$ cat src/sv/digital_input_on_off_delay_defines.svh
// Assertion macros for the on/off delay block.
`ifndef DIGITAL_INPUT_ON_OFF_DELAY_DEFINES_SVH
`define DIGITAL_INPUT_ON_OFF_DELAY_DEFINES_SVH

// Same-cycle implication.
`define DOD_ASSERT_NOW(label, ante, cons, msg) \
    label: assert property (@(posedge clk) disable iff (!rst_n) (ante) |-> (cons)) \
        else $error(msg);

// Next-cycle implication.
`define DOD_ASSERT_NEXT(label, ante, cons, msg) \
    label: assert property (@(posedge clk) disable iff (!rst_n) (ante) |=> (cons)) \
        else $error(msg);

`endif

$ cat src/sv/dod_pkg.sv
`default_nettype none

package dod_pkg;

    localparam int BIT_LIMIT = 32;
    localparam int WORD_W    = 32;
    localparam int COUNT_W   = 6;
    localparam int BIT_IW    = 5;
    localparam int CFG_AW    = 3;
    localparam int IN_DATA_W = 40;
    localparam int OUT_DATA_W = 40;

    localparam logic [CFG_AW-1:0] REG_LOW_WAIT  = 3'd0;
    localparam logic [CFG_AW-1:0] REG_HIGH_WAIT = 3'd1;
    localparam logic [CFG_AW-1:0] REG_FADE      = 3'd2;
    localparam logic [CFG_AW-1:0] REG_INIT_BITS = 3'd3;
    localparam logic [CFG_AW-1:0] REG_ACTIVE    = 3'd4;

    typedef enum logic [1:0] {
        ST_IDLE,
        ST_UPD,
        ST_WALK,
        ST_OUT
    } state_t;

    typedef enum logic {
        OP_TICK   = 1'b0,
        OP_UPDATE = 1'b1
    } opcode_t;

    typedef struct packed {
        logic low_pend;
        logic high_pend;
        logic last_in;
        logic out_lvl;
    } chan_state_t;

endpackage

`default_nettype wire

$ cat src/sv/dod_start_ram.sv
`default_nettype none

module dod_start_ram #(
    parameter int DEPTH = 32,
    parameter int AW    = 5,
    parameter int DW    = 32
) (
    input  wire logic          clk,
    input  wire logic          we,
    input  wire logic [AW-1:0] waddr,
    input  wire logic [DW-1:0] wdata,
    input  wire logic [AW-1:0] raddr,
    output logic      [DW-1:0] rdata
);

    logic [DW-1:0] mem [DEPTH];

    always_ff @(posedge clk)
    begin
        if (we)
        begin
            mem[waddr] <= wdata;
        end
        rdata <= mem[raddr];
    end

endmodule

`default_nettype wire

$ cat src/sv/dod_timer_unit.sv
`default_nettype none

// Shared per-channel timer unit: ages registered, then wait/fade decision.
module dod_timer_unit #(
    parameter int TIME_WIDTH = 32
) (
    input  wire logic                       clk,
    input  wire logic                       load,
    input  wire logic [TIME_WIDTH-1:0]      now,
    input  wire logic [TIME_WIDTH-1:0]      low_start,
    input  wire logic [TIME_WIDTH-1:0]      high_start,
    input  wire logic [dod_pkg::WORD_W-1:0] low_wait,
    input  wire logic [dod_pkg::WORD_W-1:0] high_wait,
    input  wire logic [dod_pkg::WORD_W-1:0] fade,
    input  wire dod_pkg::chan_state_t       cur,
    output dod_pkg::chan_state_t            nxt
);

    localparam int CW = (TIME_WIDTH > dod_pkg::WORD_W) ? TIME_WIDTH : dod_pkg::WORD_W;

    logic [TIME_WIDTH-1:0] age_low_reg;
    logic [TIME_WIDTH-1:0] age_high_reg;
    logic [CW-1:0]         a0;
    logic [CW-1:0]         a1;
    logic                  a1_lt_a0;
    logic                  a0_lt_a1;
    logic                  a1_ge_fade;
    logic                  a0_ge_fade;
    logic                  a0_ge_low;
    logic                  a1_ge_high;
    dod_pkg::chan_state_t  mid;

    always_ff @(posedge clk)
    begin
        if (load)
        begin
            age_low_reg  <= now - low_start;
            age_high_reg <= now - high_start;
        end
    end

    assign a0         = CW'(age_low_reg);
    assign a1         = CW'(age_high_reg);
    assign a1_lt_a0   = a1 < a0;
    assign a0_lt_a1   = a0 < a1;
    assign a1_ge_fade = a1 >= CW'(fade);
    assign a0_ge_fade = a0 >= CW'(fade);
    assign a0_ge_low  = a0 >= CW'(low_wait);
    assign a1_ge_high = a1 >= CW'(high_wait);

    // low wait first, high wait sees its outcome
    always_comb
    begin
        mid = cur;
        if (cur.low_pend)
        begin
            if (cur.high_pend && a1_lt_a0 && a1_ge_fade)
            begin
                mid.low_pend = 1'b0;
            end
            else if (a0_ge_low)
            begin
                mid.low_pend = 1'b0;
                if (!cur.last_in && cur.out_lvl)
                begin
                    mid.out_lvl   = 1'b0;
                    mid.high_pend = 1'b0;
                end
            end
        end
        nxt = mid;
        if (mid.high_pend)
        begin
            if (mid.low_pend && a0_lt_a1 && a0_ge_fade)
            begin
                nxt.high_pend = 1'b0;
            end
            else if (a1_ge_high)
            begin
                nxt.high_pend = 1'b0;
                if (mid.last_in && !mid.out_lvl)
                begin
                    nxt.out_lvl  = 1'b1;
                    nxt.low_pend = 1'b0;
                end
            end
        end
    end

endmodule

`default_nettype wire

$ cat src/sv/digital_input_on_off_delay.sv
// Multichannel on/off delay. A tick transaction (tuser = 0) advances the time
// counter, walks the active channels one per cycle through the start-time RAMs
// and the shared timer unit, and returns one result with the delayed output
// bits; the walk rate is set by the single read port of the start-time RAMs,
// and a tick passes through accept, the channel walk, two pipeline drain
// stages, a turnaround and the output state.
// An update transaction (tuser = 1) records levels and arms idle timers one
// channel per cycle over the clamped bit count of channels, with no result. The
// block takes no new transaction while a tick or update is in progress; a
// finished result waits in the output register while updates keep being
// accepted.
`default_nettype none
`include "digital_input_on_off_delay_defines.svh"

module digital_input_on_off_delay #(
    parameter int CHANNELS   = 32,
    parameter int TIME_WIDTH = 32
) (
    input  wire logic                           clk,
    input  wire logic                           rst_n,
    input  wire logic                           s_tvalid,
    output logic                                s_tready,
    // [31:0] new_bits, [37:32] bit_count, [39:38] zero
    input  wire logic [dod_pkg::IN_DATA_W-1:0]  s_tdata,
    // [0] opcode
    input  wire logic                           s_tuser,
    output logic                                m_tvalid,
    input  wire logic                           m_tready,
    // [31:0] output_bits, [37:32] channel_count, [39:38] zero
    output logic      [dod_pkg::OUT_DATA_W-1:0] m_tdata,
    input  wire logic                           cfg_we,
    input  wire logic [dod_pkg::CFG_AW-1:0]     cfg_addr,
    input  wire logic [dod_pkg::WORD_W-1:0]     cfg_data
);

    localparam int NCH    = (CHANNELS < dod_pkg::BIT_LIMIT) ? CHANNELS : dod_pkg::BIT_LIMIT;
    localparam int CH_W   = (NCH > 1) ? $clog2(NCH) : 1;
    localparam int CNT_W  = $clog2(NCH + 1);
    localparam int BIT_IW = dod_pkg::BIT_IW;
    localparam int CNT6   = dod_pkg::COUNT_W;
    localparam int WW     = dod_pkg::WORD_W;

    dod_pkg::state_t       state_reg, state_next;
    logic [TIME_WIDTH-1:0] now_reg, now_next;
    logic [WW-1:0]         last_reg, last_next;
    logic [WW-1:0]         out_reg, out_next;
    logic [NCH-1:0]        lp_reg, lp_next;
    logic [NCH-1:0]        hp_reg, hp_next;
    logic [WW-1:0]         low_wait_reg, low_wait_next;
    logic [WW-1:0]         high_wait_reg, high_wait_next;
    logic [WW-1:0]         fade_reg, fade_next;
    logic [CNT6-1:0]       act_reg, act_next;
    logic [CNT_W-1:0]      ch_reg, ch_next;
    logic [WW-1:0]         upd_bits_reg, upd_bits_next;
    logic [CNT_W-1:0]      upd_cnt_reg, upd_cnt_next;
    logic                  p1_v_reg, p1_v_next;
    logic                  p2_v_reg;
    logic [CH_W-1:0]       p1_ch_reg;
    logic [CH_W-1:0]       p2_ch_reg;
    logic                  m_tvalid_reg, m_tvalid_next;
    logic [WW-1:0]         obits_reg, obits_next;
    logic [CNT6-1:0]       ocnt_reg, ocnt_next;

    logic [CNT6-1:0]       eff;
    logic [CNT6-1:0]       in_cnt;
    logic [CNT6-1:0]       clamp;
    logic [WW-1:0]         in_bits;
    logic [WW-1:0]         upd_mask;
    logic [CH_W-1:0]       ch_idx;
    logic [BIT_IW-1:0]     ch_bit;
    logic [BIT_IW-1:0]     p2_bit;
    logic                  low_we;
    logic                  high_we;
    logic [TIME_WIDTH-1:0] low_start;
    logic [TIME_WIDTH-1:0] high_start;
    dod_pkg::chan_state_t  cur_st;
    dod_pkg::chan_state_t  dec_st;

    assign in_bits = s_tdata[31:0];
    assign in_cnt  = s_tdata[37:32];
    assign ch_idx  = ch_reg[CH_W-1:0];
    assign ch_bit  = BIT_IW'(ch_idx);
    assign p2_bit  = BIT_IW'(p2_ch_reg);

    always_comb
    begin
        eff = (act_reg == '0) ? CNT6'(1) : act_reg;
        if (eff > CNT6'(NCH))
        begin
            eff = CNT6'(NCH);
        end
    end

    assign clamp = (in_cnt > eff) ? eff : in_cnt;

    always_comb
    begin
        for (int i = 0; i < WW; i++)
        begin
            upd_mask[i] = CNT6'(i) < clamp;
        end
    end

    dod_start_ram #(
        .DEPTH (NCH),
        .AW    (CH_W),
        .DW    (TIME_WIDTH)
    ) u_low_ram (
        .clk   (clk),
        .we    (low_we),
        .waddr (ch_idx),
        .wdata (now_reg),
        .raddr (ch_idx),
        .rdata (low_start)
    );

    dod_start_ram #(
        .DEPTH (NCH),
        .AW    (CH_W),
        .DW    (TIME_WIDTH)
    ) u_high_ram (
        .clk   (clk),
        .we    (high_we),
        .waddr (ch_idx),
        .wdata (now_reg),
        .raddr (ch_idx),
        .rdata (high_start)
    );

    assign cur_st.low_pend  = lp_reg[p2_ch_reg];
    assign cur_st.high_pend = hp_reg[p2_ch_reg];
    assign cur_st.last_in   = last_reg[p2_bit];
    assign cur_st.out_lvl   = out_reg[p2_bit];

    dod_timer_unit #(
        .TIME_WIDTH (TIME_WIDTH)
    ) u_timer (
        .clk        (clk),
        .load       (p1_v_reg),
        .now        (now_reg),
        .low_start  (low_start),
        .high_start (high_start),
        .low_wait   (low_wait_reg),
        .high_wait  (high_wait_reg),
        .fade       (fade_reg),
        .cur        (cur_st),
        .nxt        (dec_st)
    );

    always_comb
    begin
        state_next     = state_reg;
        now_next       = now_reg;
        last_next      = last_reg;
        out_next       = out_reg;
        lp_next        = lp_reg;
        hp_next        = hp_reg;
        low_wait_next  = low_wait_reg;
        high_wait_next = high_wait_reg;
        fade_next      = fade_reg;
        act_next       = act_reg;
        ch_next        = ch_reg;
        upd_bits_next  = upd_bits_reg;
        upd_cnt_next   = upd_cnt_reg;
        p1_v_next      = 1'b0;
        m_tvalid_next  = m_tvalid_reg;
        obits_next     = obits_reg;
        ocnt_next      = ocnt_reg;
        low_we         = 1'b0;
        high_we        = 1'b0;

        if (m_tvalid_reg && m_tready)
        begin
            m_tvalid_next = 1'b0;
        end

        unique case (state_reg)
            dod_pkg::ST_IDLE:
            begin
                if (s_tvalid)
                begin
                    if (dod_pkg::opcode_t'(s_tuser) == dod_pkg::OP_TICK)
                    begin
                        now_next   = now_reg + 1'b1;
                        ch_next    = '0;
                        state_next = dod_pkg::ST_WALK;
                    end
                    else if (clamp != '0)
                    begin
                        last_next     = (last_reg & ~upd_mask) | (in_bits & upd_mask);
                        upd_bits_next = in_bits;
                        upd_cnt_next  = CNT_W'(clamp);
                        ch_next       = '0;
                        state_next    = dod_pkg::ST_UPD;
                    end
                end
            end
            dod_pkg::ST_UPD:
            begin
                if (upd_bits_reg[ch_bit])
                begin
                    if (!hp_reg[ch_idx])
                    begin
                        hp_next[ch_idx] = 1'b1;
                        high_we         = 1'b1;
                    end
                end
                else if (!lp_reg[ch_idx])
                begin
                    lp_next[ch_idx] = 1'b1;
                    low_we          = 1'b1;
                end
                ch_next = ch_reg + 1'b1;
                if (ch_next == upd_cnt_reg)
                begin
                    state_next = dod_pkg::ST_IDLE;
                end
            end
            dod_pkg::ST_WALK:
            begin
                p1_v_next = CNT6'(ch_reg) < eff;
                if (p1_v_next)
                begin
                    ch_next = ch_reg + 1'b1;
                end
                if (p2_v_reg)
                begin
                    lp_next[p2_ch_reg] = dec_st.low_pend;
                    hp_next[p2_ch_reg] = dec_st.high_pend;
                    out_next[p2_bit]   = dec_st.out_lvl;
                end
                if (!p1_v_next && !p1_v_reg && !p2_v_reg)
                begin
                    state_next = dod_pkg::ST_OUT;
                end
            end
            dod_pkg::ST_OUT:
            begin
                if (!m_tvalid_reg || m_tready)
                begin
                    m_tvalid_next = 1'b1;
                    obits_next    = out_reg;
                    ocnt_next     = eff;
                    state_next    = dod_pkg::ST_IDLE;
                end
            end
            default:
            begin
                state_next = dod_pkg::ST_IDLE;
            end
        endcase

        if (cfg_we)
        begin
            unique case (cfg_addr)
                dod_pkg::REG_LOW_WAIT:  low_wait_next  = cfg_data;
                dod_pkg::REG_HIGH_WAIT: high_wait_next = cfg_data;
                dod_pkg::REG_FADE:      fade_next      = cfg_data;
                dod_pkg::REG_INIT_BITS:
                begin
                    last_next = cfg_data;
                    out_next  = cfg_data;
                end
                dod_pkg::REG_ACTIVE:    act_next       = cfg_data[CNT6-1:0];
                default:
                begin
                end
            endcase
        end
    end

    always_ff @(posedge clk or negedge rst_n)
    begin
        if (!rst_n)
        begin
            state_reg     <= dod_pkg::ST_IDLE;
            now_reg       <= '0;
            last_reg      <= '0;
            out_reg       <= '0;
            lp_reg        <= '0;
            hp_reg        <= '0;
            low_wait_reg  <= '0;
            high_wait_reg <= '0;
            fade_reg      <= '0;
            act_reg       <= CNT6'(dod_pkg::BIT_LIMIT);
            ch_reg        <= '0;
            p1_v_reg      <= 1'b0;
            p2_v_reg      <= 1'b0;
            m_tvalid_reg  <= 1'b0;
        end
        else
        begin
            state_reg     <= state_next;
            now_reg       <= now_next;
            last_reg      <= last_next;
            out_reg       <= out_next;
            lp_reg        <= lp_next;
            hp_reg        <= hp_next;
            low_wait_reg  <= low_wait_next;
            high_wait_reg <= high_wait_next;
            fade_reg      <= fade_next;
            act_reg       <= act_next;
            ch_reg        <= ch_next;
            p1_v_reg      <= p1_v_next;
            p2_v_reg      <= p1_v_reg;
            m_tvalid_reg  <= m_tvalid_next;
        end
    end

    always_ff @(posedge clk)
    begin
        upd_bits_reg <= upd_bits_next;
        upd_cnt_reg  <= upd_cnt_next;
        p1_ch_reg    <= ch_idx;
        p2_ch_reg    <= p1_ch_reg;
        obits_reg    <= obits_next;
        ocnt_reg     <= ocnt_next;
    end

    assign s_tready = (state_reg == dod_pkg::ST_IDLE);
    assign m_tvalid = m_tvalid_reg;
    assign m_tdata  = {2'b00, ocnt_reg, obits_reg};

    `DOD_ASSERT_NEXT(a_now_step, s_tvalid && s_tready && !s_tuser,
        now_reg == $past(now_reg) + 1'b1, "time counter did not advance on tick")
    `DOD_ASSERT_NEXT(a_now_hold, !(s_tvalid && s_tready && !s_tuser),
        $stable(now_reg), "time counter moved without tick")
    `DOD_ASSERT_NOW(a_ready_drained, s_tready,
        !p1_v_reg && !p2_v_reg && !low_we && !high_we, "ready while channel walk busy")

endmodule

`default_nettype wire
$ cat config.mk
export PLATFORM = sky130hd
export DESIGN_NAME = digital_input_on_off_delay
export DESIGN_NICKNAME = d
export VERILOG_FILES = /design/src/sv/dod_pkg.sv /design/src/sv/dod_start_ram.sv /design/src/sv/dod_timer_unit.sv /design/src/sv/digital_input_on_off_delay.sv
export VERILOG_INCLUDE_DIRS = /design/src /design/src/sv
export SDC_FILE = /design/constraint.sdc
export NUM_CORES = 2
export LEC_CHECK = 0
export BUFFER_PORTS_ARGS = -buffer_cell sky130_fd_sc_hd__buf_2
export CAP_MARGIN = 20
export CORE_MARGIN = 2
export CORE_UTILIZATION = 44
export DETAILED_ROUTE_END_ITERATION = 6
export GPL_TIMING_DRIVEN = 0
export PLACE_DENSITY = 0.66
export SLEW_MARGIN = 20
export SYNTH_ARGS = -nofsm -noshare
export SYNTH_HDL_FRONTEND = slang
export SYNTH_SLANG_ARGS = --single-unit
export TNS_END_PERCENT = 5
$ cat constraint.sdc
create_clock -name clk -period 9.75 [get_ports clk]
set_clock_uncertainty 0.15 [all_clocks]
set_input_delay 0.975 -clock clk [delete_from_list [all_inputs] [get_ports clk]]
set_output_delay 0.975 -clock clk [all_outputs]
set_load 0.1 [all_outputs]
==> results.md <==
* Post-route setup slack at 3.346 ns
* Pleak at 41.43 nW
* Hold Path Class: primary input to flop
* First-pass detailed-route iteration total at 7
* Core ar. at 235200 um2
* Arr. time, crit path at 6.89 ns
* VDD IR max at 0.1878 mV
* Residual overflow from global routing at 0
* CTS tree: done
* PortBufs at 118
* Routed Antenna Nets at 0
* Met3 usage at 0.06811
* DRT iter0 DRCs at 9426
* Busiest layer in global routing: met2
* Pwr dens at 245.7 nW/um2
* Count of flip-flops with a built-in enable after synthesis at 2188
* Max Freq at 0.1562 GHz
* Crit path time final at 6.404 ns
* Worst slew margin at 0.1536
* Vias in the first global route at 60.89k
* Crit path max-delay family: buffers and inverters
* Setup violators final at 0
* Initial antenna violation count at 21
* Area grow syn2layout at 16.96%
* Core Rows at 178
* Total GRT Usage at 0.2850
* Sequential area share after synthesis at 0.7111
* Placer Congestion at 0.9833
* M1 GR Usage at 0.3775
* Largest regs: u_high_ram.mem x1024, u_low_ram.mem x1024
* Root Buffer: clkbuf_16
* Synth cell types at 84
* CTS sink count at 2535
* Setup_tns at 0 ns
* Status: finished with violations
* Largest area contributor in the netlist: edfxtp_1
* Largest net degree at the start of global routing at 92
* Layout cells sized above 1 at 0.2299
* Synth top area share at 0.6312
* Clk Latency, worst-skew pair at 0.91 ns
* Maximum capacitance violations at 0
* Reg clk slew, reported paths at 0.07 ns
* Asr flop ratio synth at 0.1077
* I/O pins at 123
* Failing checks: DRC
* Worst-path maximum fanout at 13
* Worst Setup End Kind: flop
* Cell Area, Synth at 104100 um2
* Buf/Inv on CP at 10
* CP max stage delay at 0.83 ns
* Most used cell, CP: clkbuf_1
* Worst Max-Slew Pin Slew at 1.270 ns
* Top cells by area, synth: edfxtp_1, mux4_2, dfrtp_1
* Worst Path Required at 10.24 ns
* Dominant synthesized flop cell: edfxtp_1
* Met2 usage at 0.4386
* Routed WL at 347100 um
* # DRC at 19
* Startpoint Class: flop
* Ys Warns at 0
* Die area at 240500 um2
* Unrepaired setup endpoints after global routing: false
* Critical path, cell by cell: buf_2 > buf_1 > clkbuf_1 > clkbuf_1 > clkbuf_2 > inv_1 > ha_1 > buf_1 > clkbuf_1 > nand2_1 > nor2_4 > buf_12 > buf_16
* DP Wirelength at 239900 um
* Routed WL per cell at 35.38 um
* Vias at 62.78k
* Final-report hold violation count at 0
* Die width at 490.4 um
* H-tree lvl count at 4
* TritonCTS buffer count at 239
* Global-route wire length before repair at 478900 um
* Fin nets at 6775
* Maximum root-to-sink buffer count at 3
* Post-Syn Instances at 5913
* Via/cell ratio at 6.398
* Max-slew violations at 0
* Period Utilization, post-route at 0.6568
* Chip Height at 490.4 um
* Initial core utilization at 0.4426
* Avg Inst Size Synth at 17.60 um2
* Post-place setup slack at 3.551 ns
* WS Path Type: flop to flop
* Post-synthesis register bit count at 2535
* CP max stage cell: clkbuf_1
cell usage in the layout (no fill, tap or decap), types with 24 or more instances in the layout:
master,count
clkinv_2,49
clkbuf_16,248
a21oi_1,240
xor2_1,34
a31oi_1,49
dfrtp_4,27
xnor2_1,61
nand3_1,66
nor2_4,64
buf_16,87
buf_2,182
ha_1,242
clkbuf_2,51
and3_1,46
dfxtp_1,74
mux2_2,26
mux4_2,544
clkbuf_1,189
buf_12,86
nor2_1,127
clkinv_1,30
bufinv_16,28
o21ai_0,243
a22oi_1,276
a21o_1,111
dfrtp_1,239
o22ai_1,25
nand4_1,110
nand2_1,242
nand2b_1,24
inv_1,230
nor2b_1,26
edfxtp_1,2188
mux2i_1,60
what timing repair did:
action                                 CTS  global route
hold buffers                             1             0
endpoints found under the hold margin   45             0
resized for setup                        0             0
buffers inserted                         0             0
cells by family (layout without fill, tap and decap cells):
logic type               after synthesis  after routing  synth area share
AO/OA/AOI/OAI                       1075           1075           0.06629
XOR/XNOR                              95             95          0.007993
adder cells (fa/ha/maj)              244            244           0.02947
buffers and inverters                527           1272           0.02081
flip-flops                          2535           2535            0.7111
multiplexers                         630            630            0.1263
other                                  1              5        0.00003602
AND/OR/NAND/NOR                      806            806           0.03807
where the power goes:
group          internal, mW  leakage, nW  switching [mW]
Sequential             12.5         24.3           0.561
Clock                  5.54         4.01            4.18
Combinational          2.52         13.1            4.60
Total                  20.6         41.4            9.34
metal layers:
layer / wire length, um / share of wire
met5: 103 / 0.00030
met4: 21650 / 0.062
met1: 126400 / 0.36
met3: 41420 / 0.12
met2: 157600 / 0.45
cell usage after synthesis (all sizes together), types with 111 or more instances:
cell type	number
edfxtp	2188
mux4	544
a22oi	276
dfrtp	272
o21ai	245
ha	242
nand2	242
a21oi	241
inv	230
clkbuf	203
nor2	192
a21o	111
final cells by class:
class | count | area, um2
Fill cell | 18500 | 113400
Sequential cell | 2535 | 74130
Multi-Input combinational cell | 2852 | 28420
Clock buffer | 301 | 6585
Timing Repair Buffer | 295 | 4765
Tap cell | 3150 | 3941
Clock inverter | 149 | 1664
Buffer | 297 | 1376
Inverter | 230 | 863.3
Antenna cell | 3 | 7.507
per-stage QoR:
stage | power [mW] | hold WS [ns] | cell area, um2 | instances | util
after CTS | 29.84 | 0.05721 | 121700 | 9809 | 0.5176
final | 29.91 | 0.1174 | 121800 | 9812 | 0.5177
after detailed placement | 20.25 | 0.1636 | 113500 | 9358 | 0.4825
after global placement | 19.97 | 0.1613 | 108600 | 9182 | 0.4619
after global routing | 30.79 | 0.09061 | 121700 | 9810 | 0.5177
after floorplan | 17.44 | 0.1596 | 104100 | 5914 | -
final timing paths:
path | slack (ns) | cells after the start | endpoint | from
setup / recovery | 3.35 | 13 | u_low_ram.mem[16][14] | ch_reg[1]
hold reg to reg | 0.17 | 0 | p2_bit[0] | p1_ch_reg[0]
setup reg to reg | 3.35 | 13 | u_low_ram.mem[16][14] | ch_reg[1]
min in group asynchronous | 0.43 | 2 | last_reg[8] | rst_n
max in group asynchronous | 7.73 | 4 | now_reg[20] | rst_n
hold / removal | 0.12 | 1 | upd_bits_reg[16] | s_tdata[16]
Power figures use the tool's default switching activity.
